$ cat config.mk
export PLATFORM = sky130hd
export DESIGN_NAME = zss_front
export DESIGN_NICKNAME = d
export VERILOG_FILES = /design/src/rtl/zss_pkg.sv /design/src/rtl/zss_front.sv
export SDC_FILE = /design/constraint.sdc
export NUM_CORES = 1
export LEC_CHECK = 0
export BUFFER_PORTS_ARGS = -buffer_cell sky130_fd_sc_hd__buf_2
export CORE_UTILIZATION = 30
export DETAILED_ROUTE_END_ITERATION = 6
export PLACE_DENSITY = 0.62
export SKIP_LAST_GASP = 1
export SLEW_MARGIN = 20
export SYNTH_ARGS = -nofsm -noshare
export SYNTH_HDL_FRONTEND = slang
export SYNTH_SLANG_ARGS = --single-unit
$ cat constraint.sdc
create_clock -name vclk -period 15.1
set_input_delay 2.265 -clock vclk [all_inputs]
set_output_delay 2.265 -clock vclk [all_outputs]
set_load 0.05 [all_outputs]
$ cat src/rtl/zss_pkg.sv
// ----------------------------------------------------------------------------
// zss_pkg
// Shared types and constants of the zoom step scheduler.
// ----------------------------------------------------------------------------
`default_nettype none

package zss_pkg;

  // Steps per request are clamped to this ceiling
  localparam int unsigned MAX_STEPS   = 64;
  localparam int unsigned NSTEP_W     = 7;
  localparam int unsigned MARGIN_W    = 11;
  localparam int unsigned HEIGHT_W    = 16;
  localparam int unsigned COORD_W     = 21;
  localparam int unsigned ZOOM_W      = 10;
  localparam int unsigned VIEW_W      = 48;
  localparam int unsigned WORD_W      = 64;
  // Span ends after margin fit in this many signed bits
  localparam int unsigned SPAN_W      = 24;
  localparam int unsigned CFG_IDX_W   = 2;
  localparam int unsigned CFG_DATA_W  = 16;
  // Margin is given in 1024ths and applied on each side, hence 2 * 1024
  localparam int unsigned MARGIN_SHIFT = 11;
  localparam int unsigned ZOOM_DIVISOR = 10;
  localparam int signed   MIN_POINTER_X = 2;

  localparam logic [NSTEP_W-1:0]  NUM_STEPS_RST     = NSTEP_W'(32);
  localparam logic [MARGIN_W-1:0] SAFETY_MARGIN_RST = MARGIN_W'(25);
  localparam logic [HEIGHT_W-1:0] SCREEN_HEIGHT_RST = HEIGHT_W'(4096);

  // Configuration register indexes
  typedef enum logic [CFG_IDX_W-1:0] {
    CFG_NUM_STEPS     = 2'd0,
    CFG_SAFETY_MARGIN = 2'd1,
    CFG_SCREEN_HEIGHT = 2'd2
  } cfg_idx_e;

  typedef struct packed {
    logic [NSTEP_W-1:0]  num_steps;
    logic [MARGIN_W-1:0] safety_margin;
    logic [HEIGHT_W-1:0] screen_height;
  } cfg_t;

  // Classified request handed from front to back
  typedef struct packed {
    logic                     equal_span;
    logic signed [SPAN_W-1:0] y1;
    logic signed [SPAN_W-1:0] y2;
    logic [ZOOM_W-1:0]        zoom;
    logic signed [VIEW_W-1:0] view_low;
    logic signed [VIEW_W-1:0] view_high;
  } req_t;

  // Back-end sequencer states
  typedef enum logic [4:0] {
    ST_IDLE,
    ST_EQ,
    ST_CMUL,
    ST_CDIV,
    ST_DSEL,
    ST_R1MUL,
    ST_R1DIV,
    ST_R2MUL,
    ST_R2DIV,
    ST_ZMUL,
    ST_ZCMP,
    ST_CAP1MUL,
    ST_CAP2MUL,
    ST_CAPDIV,
    ST_PMUL_L,
    ST_PMUL_H,
    ST_SDIV,
    ST_EMIT
  } back_state_e;

endpackage

`default_nettype wire

$ cat src/rtl/zss_front.sv
// ----------------------------------------------------------------------------
// zss_front
// Accepts requests, widens the pointer span by the margin and flags the
// equal-span case before the request enters the queue.
// ----------------------------------------------------------------------------
`default_nettype none

module zss_front (
  input  wire zss_pkg::cfg_t                   cfg_i,
  input  wire logic                            in_valid_i,
  output logic                                 in_stall_o,
  input  wire logic signed [zss_pkg::COORD_W-1:0] pointer_x_i,
  input  wire logic signed [zss_pkg::COORD_W-1:0] pointer_y_i,
  input  wire logic [zss_pkg::ZOOM_W-1:0]      max_zoom_tenths_i,
  input  wire logic signed [zss_pkg::VIEW_W-1:0]  view_low_i,
  input  wire logic signed [zss_pkg::VIEW_W-1:0]  view_high_i,
  output logic                                 push_o,
  output zss_pkg::req_t                        req_o,
  input  wire logic                            full_i
);
  import zss_pkg::*;

  logic [MARGIN_W+HEIGHT_W-1:0] margin_prod;
  logic [HEIGHT_W-1:0]          ds;
  logic signed [COORD_W-1:0]    x_cl;
  logic signed [SPAN_W-1:0]     y1, y2;
  logic signed [SPAN_W+1:0]     y2_minus_h;

  // Margin in coordinate units
  assign margin_prod = (MARGIN_W+HEIGHT_W)'(cfg_i.safety_margin)
                     * (MARGIN_W+HEIGHT_W)'(cfg_i.screen_height);
  assign ds = margin_prod[MARGIN_SHIFT +: HEIGHT_W];

  // Pointer x is raised to the minimum
  assign x_cl = (pointer_x_i < COORD_W'(MIN_POINTER_X)) ? COORD_W'(MIN_POINTER_X)
                                                          : pointer_x_i;

  // Span ends
  assign y1 = SPAN_W'(pointer_y_i) - SPAN_W'(x_cl)
            - $signed({{(SPAN_W-HEIGHT_W){1'b0}}, ds});
  assign y2 = SPAN_W'(pointer_y_i) + SPAN_W'(x_cl)
            + $signed({{(SPAN_W-HEIGHT_W){1'b0}}, ds});
  assign y2_minus_h = (SPAN_W+2)'(y2)
                    - $signed({{(SPAN_W+2-HEIGHT_W){1'b0}}, cfg_i.screen_height});

  // Request beat towards the queue
  always_comb begin
    req_o.equal_span = ((SPAN_W+2)'(y1) == y2_minus_h);
    req_o.y1         = y1;
    req_o.y2         = y2;
    req_o.zoom       = max_zoom_tenths_i;
    req_o.view_low   = view_low_i;
    req_o.view_high  = view_high_i;
  end

  assign in_stall_o = full_i;
  assign push_o     = in_valid_i && !full_i;

endmodule

`default_nettype wire

==> impl_results.md <==
- Status: finished clean
- Drt via density: a little under 5
- Register area: 0 um^2
- Die height: slightly below 200 um
- Syn_nets: 1858
- Slew HR: a little over a third
- Routability Congestion: between 0.9 and 1
- CP Capture Type: primary output
- YS warnings: 0
- First-pass GRT wire length: roughly 47 mm
- CORE AREA: roughly 37000 um^2
- M2 GR Usage: between 20% and 30%
- Largest net degree at the start of global routing: 21
- Max Slew Vio Count: 0
- Syn Area/Cell: around 8.0 um^2
- Post-Route WL: around 29 mm
- Total number of vias: 8962
- Detail Route Antenna Nets: 0
- Critical Path RT: roughly 13 ns
- Area growth syn-to-layout: 2.764%
- Min-delay worst type: input pin to primary output
- End-of-flow core utilization: 31.21%
- Worst slew pin tran: around 0.96 ns
- Synth Instances: about 1400
- CP Class: input pin to primary output
- ANT cells: 0
- Gr usage total: around 15%
- Total die area: approximately 38000 um^2
- Share of layout cells above drive strength 1: around 12%
- Achievable frequency: just under 0.07 GHz
- Die width: roughly 190 um
- Min Tclk post-route: 14.44 ns
- Slowest-stage cell, CP: fa_1
- WL per Instance: 15.97 um
- Fin crit share: a little over nine tenths
- Worst path max stage delay: approximately 0.57 ns
- Grt ovf: 0
- Fin nets: ~1800
- Critical Path Start Type: input pin
- Met3 global-route usage: less than 1%
- Seq/Total Area, Yosys: 0%
- Clock buf count: 0
- Critical path fanouts, max: 12
- Top Ports: about 340
- Maxcap violations: 0
- Rows: 70
- Final number of setup-violating endpoints: 0
- TritonRoute pass-1 iters: 4
- CP Data Arrival Time: 12.18 ns
- DP HPWL: between 20 and 30 mm
- Hold Fails Final Rpt: 0
- Number of port buffers: around 120
- Vias in the first global route: roughly 8800
- Unique masters post-synth: 74
- Initial antenna violation count: 0
- Top Usage Layer GRT: met2
- Starting Density: around 30%
- Most used cell along the critical path: fa_1
- Initial DRC Count: roughly 470
- DRC: 0
- Grt met1 use: 21.87%
- Num sequential: 0
- Post-Syn Area: 11090 um^2
cells in the mapped netlist (8+ instances only):
master | count | area, um^2
o211ai_1 | 12 | 90.09
nor4_1 | 8 | 50.05
nand2_1 | 139 | 521.8
and2_1 | 78 | 488.0
nand3_1 | 20 | 100.1
nor2b_1 | 17 | 106.4
clkbuf_1 | 32 | 120.1
buf_4 | 109 | 818.3
and3_1 | 10 | 62.56
a31oi_1 | 10 | 62.56
o21ai_0 | 30 | 150.1
o21a_1 | 10 | 75.07
inv_1 | 267 | 1002
o21bai_1 | 8 | 60.06
nor3_1 | 18 | 90.09
xor2_1 | 20 | 175.2
a211oi_1 | 11 | 82.58
nor2_1 | 48 | 180.2
nand2b_1 | 20 | 125.1
fa_1 | 158 | 3163
a21oi_1 | 55 | 275.3
a21o_1 | 25 | 187.7
ha_1 | 133 | 1664
xnor2_1 | 45 | 394.1
stage by stage:
step                      hold WS [ns]  instance area, um^2  worst slack, ns  instances    TNS [ns]
after floorplan                  4.697                11090           0.4125       1383           0
after global placement           4.530                11350           0.4559       1831           0
after detailed placement         4.530                11350           0.4282       1831           0
after CTS                        4.530                11350           0.3979       1831           0
after global routing             4.530                11400       -0.0005436       1832  -0.0005436
final                            4.530                11400           0.6558       1832           0
area by class of cell:
cell class | count | area, um^2
multi-input cells | 972 | 9156
inverters | 267 | 1002
repair buffers | 125 | 655.6
fillers | 3927 | 25120
well taps | 468 | 585.6
worst paths after layout:
path,from,to,slack [ns],depth (start not counted)
worst max-delay path,cfg_i[9],req_o[154],0.66,37
worst min-delay path,max_zoom_tenths_i[5],req_o[101],4.53,0
critical path, delay by kind of cell:
kind                     cells  cell delay [ns]
XOR/XNOR                     2             0.33
AO/OA/AOI/OAI               11             2.32
adder cells (fa/ha/maj)      9             4.03
buffers and inverters        4             0.67
AND/OR/NAND/NOR             11             2.55
layer usage:
metal	vias to the layer above	wire length (um)	part of all wire (%)
met4	0	279	0.95
met3	24	1252	4.3
li1	4279	-	-
met1	4412	13690	47
met2	247	14020	48
met5	-	0	0
timing repair:
| item | in CTS | in global routing |
|---|---|---|
| hold buffers | 0 | 0 |
| gates resized for setup | 0 | 13 |
| endpoints found under the setup margin | 0 | 1 |
| buffers inserted | 0 | 1 |
logic make-up (layout without fill, tap and decap cells):
logic type	count (synthesis)	after routing	share of synthesized area, %
xor gates and xnor gates	74	74	6.948
and+or+nand+nor	395	395	18.31
AOI/OAI and AO/OA	206	206	13.03
muxes	6	6	0.5752
adders and majority gates	291	291	43.51
buffers and inverters	411	392	17.63
cells in the final DEF, fill, tap and decap left out, types with 4 or more instances in the layout:
cell and instances:
inv_1 267, fa_1 158, nand2_1 139, ha_1 133
buf_2 113, and2_1 78, a21oi_1 55, nor2_1 47
xnor2_1 44, o21ai_0 30, a21o_1 25, nand3_1 20
nand2b_1 20, xor2_1 20, nor3_1 18, nor2b_1 17
o211ai_1 12, a211oi_1 11, and3_1 10, o21a_1 10
a31oi_1 10, clkbuf_4 9, o21bai_1 8, nor4_1 8
or3_1 6, nand4_1 6, or2_2 4, o21ba_2 4
a2111oi_2 4, xnor3_1 4, xor3_1 4
Power is left out: the tool's default activity adds up to more than one toggle a clock period on the data nets, which glitch-free logic cannot reach.
