`src/rtl/zss_pkg.sv`:
```
// ----------------------------------------------------------------------------
// zss_pkg
// Shared types and constants of the zoom step scheduler.
// ----------------------------------------------------------------------------
`default_nettype none

package zss_pkg;

  // Steps per request are clamped to this ceiling
  localparam int unsigned MAX_STEPS   = 64;
  localparam int unsigned NSTEP_W     = 7;
  localparam int unsigned MARGIN_W    = 11;
  localparam int unsigned HEIGHT_W    = 16;
  localparam int unsigned COORD_W     = 21;
  localparam int unsigned ZOOM_W      = 10;
  localparam int unsigned VIEW_W      = 48;
  localparam int unsigned WORD_W      = 64;
  // Span ends after margin fit in this many signed bits
  localparam int unsigned SPAN_W      = 24;
  localparam int unsigned CFG_IDX_W   = 2;
  localparam int unsigned CFG_DATA_W  = 16;
  // Margin is given in 1024ths and applied on each side, hence 2 * 1024
  localparam int unsigned MARGIN_SHIFT = 11;
  localparam int unsigned ZOOM_DIVISOR = 10;
  localparam int signed   MIN_POINTER_X = 2;

  localparam logic [NSTEP_W-1:0]  NUM_STEPS_RST     = NSTEP_W'(32);
  localparam logic [MARGIN_W-1:0] SAFETY_MARGIN_RST = MARGIN_W'(25);
  localparam logic [HEIGHT_W-1:0] SCREEN_HEIGHT_RST = HEIGHT_W'(4096);

  // Configuration register indexes
  typedef enum logic [CFG_IDX_W-1:0] {
    CFG_NUM_STEPS     = 2'd0,
    CFG_SAFETY_MARGIN = 2'd1,
    CFG_SCREEN_HEIGHT = 2'd2
  } cfg_idx_e;

  typedef struct packed {
    logic [NSTEP_W-1:0]  num_steps;
    logic [MARGIN_W-1:0] safety_margin;
    logic [HEIGHT_W-1:0] screen_height;
  } cfg_t;

  // Classified request handed from front to back
  typedef struct packed {
    logic                     equal_span;
    logic signed [SPAN_W-1:0] y1;
    logic signed [SPAN_W-1:0] y2;
    logic [ZOOM_W-1:0]        zoom;
    logic signed [VIEW_W-1:0] view_low;
    logic signed [VIEW_W-1:0] view_high;
  } req_t;

  // Back-end sequencer states
  typedef enum logic [4:0] {
    ST_IDLE,
    ST_EQ,
    ST_CMUL,
    ST_CDIV,
    ST_DSEL,
    ST_R1MUL,
    ST_R1DIV,
    ST_R2MUL,
    ST_R2DIV,
    ST_ZMUL,
    ST_ZCMP,
    ST_CAP1MUL,
    ST_CAP2MUL,
    ST_CAPDIV,
    ST_PMUL_L,
    ST_PMUL_H,
    ST_SDIV,
    ST_EMIT
  } back_state_e;

endpackage

`default_nettype wire

```
`src/rtl/zss_queue.sv`:
```
// ----------------------------------------------------------------------------
// zss_queue
// Two-entry request queue between the front and the back.
// ----------------------------------------------------------------------------
`default_nettype none

module zss_queue (
  input  wire logic    clk_i,
  input  wire logic    rst_ni,
  input  wire logic    push_i,
  input  wire zss_pkg::req_t push_data_i,
  output logic         full_o,
  input  wire logic    pop_i,
  output logic         valid_o,
  output zss_pkg::req_t data_o
);
  import zss_pkg::*;

  req_t       entry_q [2];
  logic       wr_ptr_q, rd_ptr_q;
  logic [1:0] count_q;

  assign full_o  = (count_q == 2'd2);
  assign valid_o = (count_q != 2'd0);
  assign data_o  = entry_q[rd_ptr_q];

  // Pointers and fill count
  always_ff @(posedge clk_i or negedge rst_ni) begin
    if (!rst_ni) begin
      wr_ptr_q <= 1'b0;
      rd_ptr_q <= 1'b0;
      count_q  <= 2'd0;
    end else begin
      if (push_i) wr_ptr_q <= !wr_ptr_q;
      if (pop_i)  rd_ptr_q <= !rd_ptr_q;
      if (push_i && !pop_i)      count_q <= count_q + 2'd1;
      else if (pop_i && !push_i) count_q <= count_q - 2'd1;
    end
  end

  // Storage
  always_ff @(posedge clk_i) begin
    if (push_i) entry_q[wr_ptr_q] <= push_data_i;
  end

endmodule

`default_nettype wire

```
`config.mk`:
```
export PLATFORM = sky130hd
export DESIGN_NAME = zss_queue
export DESIGN_NICKNAME = d
export VERILOG_FILES = /design/src/rtl/zss_pkg.sv /design/src/rtl/zss_queue.sv
export SDC_FILE = /design/constraint.sdc
export NUM_CORES = 1
export LEC_CHECK = 0
export BUFFER_PORTS_ARGS = -buffer_cell sky130_fd_sc_hd__clkbuf_2
export CAP_MARGIN = 20
export CORE_ASPECT_RATIO = 1.4
export CORE_MARGIN = 5
export CORE_UTILIZATION = 52
export CTS_CLUSTER_SIZE = 12
export DETAILED_ROUTE_END_ITERATION = 8
export PLACE_DENSITY = 0.9
export SKIP_LAST_GASP = 1
export SLEW_MARGIN = 20
export SYNTH_ARGS = -nofsm -noshare
export SYNTH_HDL_FRONTEND = slang
export SYNTH_SLANG_ARGS = --single-unit
```
`constraint.sdc`:
```
create_clock -name clk_i -period 9.75 [get_ports clk_i]
set_clock_uncertainty 0.15 [all_clocks]
set_input_delay 0.975 -clock clk_i [delete_from_list [all_inputs] [get_ports clk_i]]
set_output_delay 0.975 -clock clk_i [all_outputs]
set_load 0.005 [all_outputs]
```
==> metrics.md, run 1 <==
| Metric | Value |
|---|---|
| Simple-gate share of the synthesized area | `0.252%` |
| Mux contribution to synthesized area | `between 10% and 20%` |
| Final worst path period share | `44.8%` |
| Core area | `21800 sq um` |
| Avg Cell Area, Syn | `22.9 sq um` |
| Worst setup EP type | `primary output` |
| Startpoint Class | `flop` |
| RD Place Congestion | `0.748` |
| Syn_nets | `658` |
| Largest area contributor in the netlist | `edfxtp_1` |
| Placed cell areas | `13200 sq um` |
| CTS tree | `done` |
| Hold buffers post-CTS | `0` |
| Leak | `about 5.4 nW` |
| First-pass GRT wire length | `between 30000 and 40000 microns` |
| Fin cells | `1145` |
| Total gr overflow | `0` |
| Status | `completed` |
| 1st-pass router iterations | `4` |
| Fin crit period | `4.37 ns` |
| Longest Clk Path Bufs | `3` |
| Final worst slack | `5.38 ns` |
| Largest family of logic cells by synthesized area | `multiplexers` |
| Reg2Reg Depth | `2` |
| Port Buf Inserts | `around 320` |
| Area growth syn-to-layout | `23.2%` |
| Mean number of vias per cell | `5.04` |
| Share of cells above drive strength 1 | `60.4%` |
| VDD IR max | `0.253 mV` |
| Kind of critical path | `flop to primary output` |
| Clock slew at reported path FFs | `around 0.060 ns` |
| Pwr dens | `278 nW/um^2` |
| Final hold vios | `0` |
| Die area | `25100 sq um` |
| Final instance area | `between 10000 and 15000 sq um` |
| H-tree levels | `1` |
| Hold crit path type | `input pin to async pin` |
| TritonCTS buffer count | `30` |
| Adder-cell area share of the yosys netlist | `0.109%` |
| Worst Max-Slew Pin Slew | `1.07 ns` |
| Yosys reg bits | `314` |
| Critical Path RT | `8.63 ns` |
| DR WL/cell | `about 20 microns` |
| Max-Slew Margin vs Limit | `28.4%` |
| WL final | `22800 microns` |
| Clk root buf | `clkbuf_16` |
| Final antenna-violating net count | `0` |
| Fill cell count | `1477` |
| Synth top area cells | `edfxtp_1, mux2_2, buf_6` |
| Vias | `around 5800` |
| Antenna cells | `0` |
| Drt drc | `0` |
| Tot GR Track Use | `approximately 17%` |
| Detailed Route Iter0 Violations | `315` |
| Most common cell after layout, fill and taps aside | `clkbuf_2` |
| Post_cts resized | `0` |
| Yosys Warn Count | `0` |
| Maxcap violations | `0` |
| Final setup viols | `0` |
| Synthesized area | `11400 sq um` |
| Pre-CTS setup slack | `5.94 ns` |
| Register-to-register setup slack | `between 7 and 8 ns` |
| Top-area cell type share of the netlist area | `81.5%` |
| Largest net degree at the start of global routing | `80` |
| Min Hold Slack | `slightly below 0.09 ns` |
| Net count, final | `993` |
| Clock sinks | `314` |
| Latest clock arrival within the worst-skew pair | `0.53 ns` |
| Maximum fanout along the worst path | `79` |
| RSZ-0062 raised after global routing | `no` |
| Final setup TNS | `0 ns` |
| Synth unique cells | `13` |
| Crit path DAT | `3.24 ns` |
| RR Startpoint | `wr_ptr_q` |
| Post-synthesis cell count | `498` |
| Die width | `135 microns` |
| Slew Viols, Final | `0` |
| Post-CTS Setup Bufs | `0` |
| Post-synthesis sequential area ratio | `between 80% and 90%` |
| Reg2reg end | `entry_q[1][132]` |
| Row count | `64` |
| Ports | `316` |
| Hpwl dp | `around 16000 microns` |
| Cells after DPL | `1098` |
| Die H | `185 microns` |
| Xor/xnor share of the synthesized area | `less than 1%` |
| Initial antenna violation count | `0` |
| Commonest cells after routing, fill and taps aside | `clkbuf_2, edfxtp_1, mux2_2` |
| Post-synthesis compound-gate area fraction | `0%` |
| Vias in the first global route | `6293` |
| Fmax | `0.229 GHz` |
| Starting density of the core | `52.5%` |
==> layer usage <==
metal	global-route usage, %	routed length, microns	up-vias
met5	0	0	-
met4	6.17	718	0
met3	4.32	1840	48
met2	32.8	12700	237
met1	18.1	7490	2823
li1	-	-	2661
==> worst max path at each step <==
stage	slack (ns)	endpoint	from	depth (start not counted)
3_3_place_gp	5.96	data_o[35]	rd_ptr_q	3
5_1_grt	5.24	data_o[35]	rd_ptr_q	3
4_1_cts	5.35	data_o[99]	rd_ptr_q	3
3_5_place_dp	5.94	data_o[99]	rd_ptr_q	3
6_report	5.38	data_o[35]	rd_ptr_q	3
2_1_floorplan	1.23	entry_q[0][0]	push_i	1
==> through the flow <==
step           power (mW)  util [%]
2_1_floorplan        2.58         -
4_1_cts              3.97      64.6
5_1_grt              4.09      64.6
3_5_place_dp         2.94      60.8
3_3_place_gp         2.90      60.8
6_report             3.91      64.6
==> Yosys cell counts, drive strengths merged <==
cell,instances
buf,17
edfxtp,310
nor2,1
and2,1
mux2,155
xnor2,1
nor2b,2
xor2,4
or2,1
inv,1
dfrtp,4
ha,1
==> power breakdown <==
group	total (mW)	internal, mW	leakage [nW]	switching, mW
clock	1.01	0.576	0.406	0.437
combinational	0.981	0.506	1.99	0.475
sequential	1.92	1.80	2.96	0.121
==> sequential cells by signal (all words and copies together) (netlist names) <==
name,flops
entry_q,310
count_q,2
rd_ptr_q,1
wr_ptr_q,1
==> layout make-up <==
class,instances,area (sq um),area share [%]
sequential,314,9410,66.8
clock inverter,2,10.0,0.0711
multi-input combinational,166,1840,13.1
inverter,1,3.75,0.0267
clock buffer,45,828,5.88
timing repair buffer,320,1610,11.5
tap,297,372,2.64
==> worst max-delay path: stages (launching register included) <==
cell and delay [ns]:
dfrtp_4 1.08, buf_4 0.86, mux2_2 0.42, clkbuf_2 0.13
==> logic make-up (layout without fill, tap and decap cells) <==
family / Yosys count / in the layout
xor gates and xnor gates: 5 / 5
adders and majority gates: 1 / 1
buffers and inverters: 18 / 368
DFF: 314 / 314
muxes: 155 / 155
and+or+nand+nor: 5 / 5
Power figures use the tool's default switching activity.
==> run 2: changes to the inputs <==
--- a/config.mk
+++ b/config.mk
@@ -5,6 +5,7 @@
 export SDC_FILE = /design/constraint.sdc
 export NUM_CORES = 1
 export LEC_CHECK = 0
+export ABC_AREA = 1
 export BUFFER_PORTS_ARGS = -buffer_cell sky130_fd_sc_hd__clkbuf_2
 export CAP_MARGIN = 20
 export CORE_ASPECT_RATIO = 1.4
==> constraint.sdc (replaced) <==
create_clock -name clk_i -period 4.07 [get_ports clk_i]
set_clock_uncertainty 0.15 [all_clocks]
set_input_delay 0.407 -clock clk_i [delete_from_list [all_inputs] [get_ports clk_i]]
set_output_delay 0.407 -clock clk_i [all_outputs]
set_load 0.005 [all_outputs]
==> metrics.md, run 2 <==
| Metric | Value |
|---|---|
| Status | `completed` |
| Initial antenna violation count | `6` |
| Post-Route M1 WL | `9480 microns` |
| Detailed Route Iter0 Violations | `436` |
| Fin cells | `1320` |
| Top-area cell type share of the netlist area | `81.3%` |
| Flop pwr share | `46.8%` |
| Met3 WL | `about 1800 microns` |
| Post-CTS Setup Bufs | `0` |
| Most common cell after layout, fill and taps aside | `clkbuf_2` |
| Row count | `64` |
| Pwr dens | `roughly 620 nW/um^2` |
| Tot GR Track Use | `22.2%` |
| Largest area contributor in the netlist | `edfxtp_1` |
| Commonest cells after routing, fill and taps aside | `clkbuf_2, edfxtp_1, dlygate4sd3_1` |
| Kind of critical path | `flop to primary output` |
| Share of cells above drive strength 1 | `50.3%` |
| Ports | `316` |
| Post-synthesis cell count | `507` |
| Longest Clk Path Bufs | `3` |
| Vias in the first global route | `approximately 7600` |
| Core area | `21800 sq um` |
| Count leader, synth | `edfxtp_1` |
| H-tree levels | `1` |
| 1st-pass router iterations | `5` |
| Avg Cell Area, Syn | `approximately 23 sq um` |
| Internal power | `7.08 mW` |
| Hold crit path type | `input pin to async pin` |
| Synthesized area | `11400 sq um` |
| Hold buffers post-CTS | `158` |
| Max reg flops | `310` |
| TritonCTS buffer count | `30` |
| Cells along the critical path | `buf_12 -> mux2_2 -> clkbuf_2` |
| Met2 wire len | `approximately 16000 microns` |
| Clock sinks | `314` |
| Crit path DAT | `2.37 ns` |
| RSZ-0062 raised after global routing | `no` |
| Die H | `186 microns` |
| Clock slew at reported path FFs | `0.06 ns` |
| Maximum fanout along the worst path | `74` |
| Final worst path period share | `71.9%` |
| Clock share of power | `around 26%` |
| Syn_nets | `around 670` |
| Yosys Warn Count | `0` |
| Setup crit start | `rd_ptr_q` |
| Fill cell count | `1310` |
| Vias | `between 6000 and 7000` |
| Total gr overflow | `0` |
| CP max stage delay | `a little over 0.8 ns` |
| Final setup viols | `0` |
| Die width | `135 microns` |
| Post-synthesis sequential area ratio | `82.2%` |
| Max-Slew Margin vs Limit | `43.2%` |
| Fin crit period | `roughly 3 ns` |
| CP max stage cell | `dfrtp_4` |
| Fmax | `between 0.3 and 0.4 GHz` |
| Worst Max-Slew Pin Slew | `roughly 0.85 ns` |
| Switching power | `2.67 mW` |
| Slew Viols, Final | `0` |
| Yosys reg bits | `314` |
| Net count, final | `1162` |
| Startpoint Class | `flop` |
| Dominant synthesized flop cell | `edfxtp_1` |
| Largest net degree at the start of global routing | `110` |
| Top Layer Used | `met5` |
| Synth top area cells | `edfxtp_1, mux2_2, buf_6` |
| RR Startpoint | `wr_ptr_q` |
| RD Place Congestion | `slightly below 0.8` |
| Sw Ratio | `27.4%` |
| Clk root buf | `clkbuf_16` |
| Total power | `about 10 mW` |
| Synth unique cells | `13` |
| Cells after DPL | `between 1000 and 1500` |
| Final antenna-violating net count | `0` |
| Critical Path RT | `between 3 and 4 ns` |
| Area growth syn-to-layout | `37.8%` |
| Port Buf Inserts | `315` |
| Starting density of the core | `between 50% and 60%` |
| Logic pwr share | `27.3%` |
| Seq. cell area | `roughly 9400 sq um` |
| CTS tree | `done` |
| Latest clock arrival within the worst-skew pair | `approximately 0.53 ns` |
| DR WL/cell | `~22 microns` |
| Post-synth ARST share | `approximately 1.3%` |
| Mean number of vias per cell | `between 5 and 6` |
| Post_cts resized | `0` |
| Die area | `25100 sq um` |
| Maxcap violations | `0` |
| Hpwl dp | `approximately 16000 microns` |
| First-pass GRT wire length | `42400 microns` |
| Drt drc | `0` |
| Post-synth top cells | `edfxtp_1, mux2_2, buf_6, inv_1, nand2_1` |
| WL final | `approximately 28000 microns` |
| Final hold vios | `0` |
| Multi-input logic area | `1830 sq um` |
| Register with the most flip-flops | `entry_q` |
| Leak | `6.06 nW` |
| VDD IR max | `0.443 mV` |
| Worst setup EP type | `primary output` |
| Final setup TNS | `0 ns` |
| Largest regs | `entry_q x310, count_q x2` |
| Number of synthesized flops with an enable pin | `a little over 300` |
[run 2: cell count changes in the layout (fill, tap and decap cells not counted), moves of 2 or more]
cell           delta
dlygate4sd3_1   +158
diode_2           +6
nand2_1           +6
inv_1             +5
buf_12            +3
clkinv_2          -2
xor2_1            -2
[run 2: stage by stage]
step | utilization (%) | hold WS, ns | worst slack, ns | area, sq um
after floorplan | - | -0.0386 | 0.716 | 11500
after global placement | 61.1 | 0.0676 | 1.72 | 13300
after detailed placement | 61.1 | 0.0664 | 1.71 | 13300
after CTS | 72.3 | 0.0438 | 1.14 | 15800
after global routing | 72.4 | 0.0525 | 1.04 | 15800
final | 72.4 | 0.0592 | 1.14 | 15800
[run 2: cells by family (layout without fill, tap and decap cells)]
family	count (synthesis)	in the layout	synth area share, %
other cells	0	6	0
fa+ha+maj	1	1	0.109
xor+xnor	3	3	0.230
simple gates	10	10	0.361
buf+inv	24	534	1.85
flops	314	314	82.2
mux	155	155	15.2
[run 2: worst paths after layout]
check,to,slack [ns],cells after the start
max,data_o[151],1.14,3
min,count_q[1],0.06,2
max reg2reg,entry_q[1][137],2.22,3
min reg2reg,count_q[1],0.34,2
max in group asynchronous,rd_ptr_q,3.57,2
min in group clk_i,count_q[1],0.34,2
[run 2: per-layer routing]
layer,track usage (%),vias to the layer above
met1,24.0,3317
met2,41.3,333
met4,11.1,2
met3,4.30,94
li1,-,3005
met5,0,-
[run 2: critical path, delay by kind of cell, from the launching register on]
| kind | cells | cell delay (ns) |
|---|---|---|
| muxes | 1 | 0.40 |
| DFF | 1 | 0.83 |
| buffers and inverters | 2 | 0.53 |
[run 2: power groups by stage]
| stage | Clock, mW | Combinational (mW) | Sequential (mW) |
|---|---|---|---|
| after floorplan | 0 | 1.61 | 4.49 |
| after global placement | 0 | 2.45 | 4.55 |
| after detailed placement | 0 | 2.49 | 4.60 |
| after CTS | 2.53 | 2.64 | 4.53 |
| after global routing | 2.72 | 2.86 | 4.60 |
| final | 2.53 | 2.66 | 4.56 |
[run 2: area by class of cell]
type / count / share of cell area, %
clock inverter: 2 / 0.214
tap: 297 / 2.36
antenna: 6 / 0.0952
multi-input combinational: 169 / 11.6
sequential: 314 / 59.7
timing repair buffer: 480 / 20.6
clock buffer: 45 / 5.25
inverter: 7 / 0.190
==> run 3: changes to the inputs <==
--- a/config.mk
+++ b/config.mk
@@ -5,15 +5,15 @@
 export SDC_FILE = /design/constraint.sdc
 export NUM_CORES = 1
 export LEC_CHECK = 0
-export ABC_AREA = 1
+export ABC_AREA = 0
 export BUFFER_PORTS_ARGS = -buffer_cell sky130_fd_sc_hd__clkbuf_2
 export CAP_MARGIN = 20
 export CORE_ASPECT_RATIO = 1.4
 export CORE_MARGIN = 5
-export CORE_UTILIZATION = 52
+export CORE_UTILIZATION = 47
 export CTS_CLUSTER_SIZE = 12
 export DETAILED_ROUTE_END_ITERATION = 8
-export PLACE_DENSITY = 0.9
+export PLACE_DENSITY = 0.87
 export SKIP_LAST_GASP = 1
 export SLEW_MARGIN = 20
 export SYNTH_ARGS = -nofsm -noshare
==> constraint.sdc (replaced) <==
create_clock -name clk_i -period 2.5 [get_ports clk_i]
set_clock_uncertainty 0.15 [all_clocks]
set_input_delay 0.25 -clock clk_i [delete_from_list [all_inputs] [get_ports clk_i]]
set_output_delay 0.25 -clock clk_i [all_outputs]
set_load 0.005 [all_outputs]
==> metrics.md, run 3 (synthesis gave the netlist of run 1 again) <==
| Metric | Value |
|---|---|
| Status | `completed` |
| Logic pwr share | `28.6%` |
| Crit path DAT | `2.01 ns` |
| Maxcap violations | `0` |
| Worst Max-Slew Pin Slew | `0.460 ns` |
| Largest net degree at the start of global routing | `55` |
| TritonCTS buffer count | `30` |
| Tot GR Track Use | `20.1%` |
| Initial antenna violation count | `4` |
| First-pass GRT wire length | `42700 microns` |
| Port Buf Inserts | `approximately 320` |
| Vias | `6716` |
| Kind of critical path | `flop to primary output` |
| Die area | `between 20000 and 30000 sq um` |
| Fin crit period | `between 2 and 2.5 ns` |
| Drt drc | `0` |
| Critical Path RT | `2.10 ns` |
| Mean number of vias per cell | `5.05` |
| Switching power | `roughly 4.3 mW` |
| Area growth syn-to-layout | `39.2%` |
| Register with the most flip-flops | `entry_q` |
| Detailed Route Iter0 Violations | `392` |
| WL final | `28300 microns` |
| Clock share of power | `25.7%` |
| Final worst path period share | `96.4%` |
| Die width | `between 100 and 150 microns` |
| Sw Ratio | `27.1%` |
| Maximum fanout along the worst path | `40` |
| Core area | `24000 sq um` |
| CTS tree | `done` |
| Flop pwr share | `45.7%` |
| Final antenna-violating net count | `0` |
| Starting density of the core | `47.7%` |
| Vias in the first global route | `roughly 7500` |
| Longest Clk Path Bufs | `3` |
| Most common cell after layout, fill and taps aside | `clkbuf_2` |
| H-tree levels | `1` |
| Largest regs | `entry_q x310, count_q x2` |
| Startpoint Class | `flop` |
| Final setup TNS | `0 ns` |
| Max reg flops | `310` |
| VDD IR max | `0.717 mV` |
| Total power | `16.0 mW` |
| Row count | `between 60 and 70` |
| Hold crit path type | `input pin to flop` |
| Ports | `316` |
| Internal power | `11.7 mW` |
| Latest clock arrival within the worst-skew pair | `0.54 ns` |
| Clock sinks | `about 310` |
| Leak | `roughly 6.1 nW` |
| DR WL/cell | `21.2 microns` |
| RD Place Congestion | `0.761` |
| Die H | `195 microns` |
| Pwr dens | `1010 nW/um^2` |
| Min Hold Slack | `around 0.29 ns` |
| Fmax | `0.415 GHz` |
| Total gr overflow | `0` |
| Net count, final | `1163` |
| Cells after DPL | `1122` |
| Clock slew at reported path FFs | `around 0.06 ns` |
| RSZ-0062 raised after global routing | `no` |
| Final hold vios | `0` |
| Commonest cells after routing, fill and taps aside | `clkbuf_2, edfxtp_1, dlygate4sd3_1` |
| Final worst slack | `0.0900 ns` |
| Slew Viols, Final | `0` |
| Final setup viols | `0` |
| Pre-CTS setup slack | `0.669 ns` |
| Max-Slew Margin vs Limit | `between 60 and 70%` |
| Worst setup EP type | `primary output` |
| Post_cts resized | `0` |
| Clk root buf | `clkbuf_16` |
| Hpwl dp | `16900 microns` |
| Fin cells | `1331` |
| 1st-pass router iterations | `4` |
| Share of cells above drive strength 1 | `51.4%` |
run 3: cell types whose count changed in the layout (fill, tap and decap cells not counted), sizes merged, moves of 2 or more:
cell / previous run / this run
buf: 7 / 16
nand2: 6 / 0
inv: 6 / 1
diode: 6 / 4
nor2b: 0 / 2
xor2: 2 / 4
run 3: final cells by class:
| type | instances | area (sq um) |
|---|---|---|
| Sequential cell | 314 | 9410 |
| Fill cell | 1498 | 8060 |
| Timing Repair Buffer | 490 | 3390 |
| Multi-Input combinational cell | 166 | 1840 |
| Clock buffer | 44 | 835 |
| Tap cell | 310 | 388 |
| Clock inverter | 2 | 33.8 |
| Antenna cell | 4 | 10.0 |
| Inverter | 1 | 3.75 |
run 3: power groups by stage:
stage	registers, mW	clock network (mW)	logic, mW
after CTS	7.32	4.20	4.57
after global placement	7.35	0	4.24
after floorplan	7.31	0	2.61
after detailed placement	7.42	0	4.32
final	7.33	4.12	4.58
after global routing	7.41	4.44	4.89
run 3: critical path: stages, from the launching register on:
cell	delay, ns
dfrtp_4	0.65
buf_12	0.28
mux2_2	0.38
clkbuf_2	0.13
run 3: worst paths after layout:
path	cells after the start	slack [ns]	start	to
min in group asynchronous	3	0.48	rst_ni	rd_ptr_q
worst max register to register	2	0.77	wr_ptr_q	entry_q[0][127]
max in group asynchronous	3	1.54	rst_ni	rd_ptr_q
worst min-delay path	2	0.29	push_data_i[142]	entry_q[0][142]
worst min register to register	1	0.34	count_q[1]	count_q[1]
worst max-delay path	3	0.09	rd_ptr_q	data_o[50]
run 3: routing by layer:
layer,track usage [%],up-vias,share of wire (%)
met2,37.0,315,56
li1,-,2993,-
met3,3.98,77,6.4
met5,0,-,0
met1,22.2,3331,34
met4,8.71,0,4.1
run 3: repair_timing:
action,4_1_cts,5_1_grt
setup buffers,0,0
endpoints found under the hold margin,317,0
hold buffers,159,0
run 3: through the flow:
stage,area [sq um],utilization [%]
after floorplan,11400,-
after global placement,13400,56.1
after detailed placement,13400,56.1
after CTS,15900,66.3
after global routing,15900,66.4
final,15900,66.4
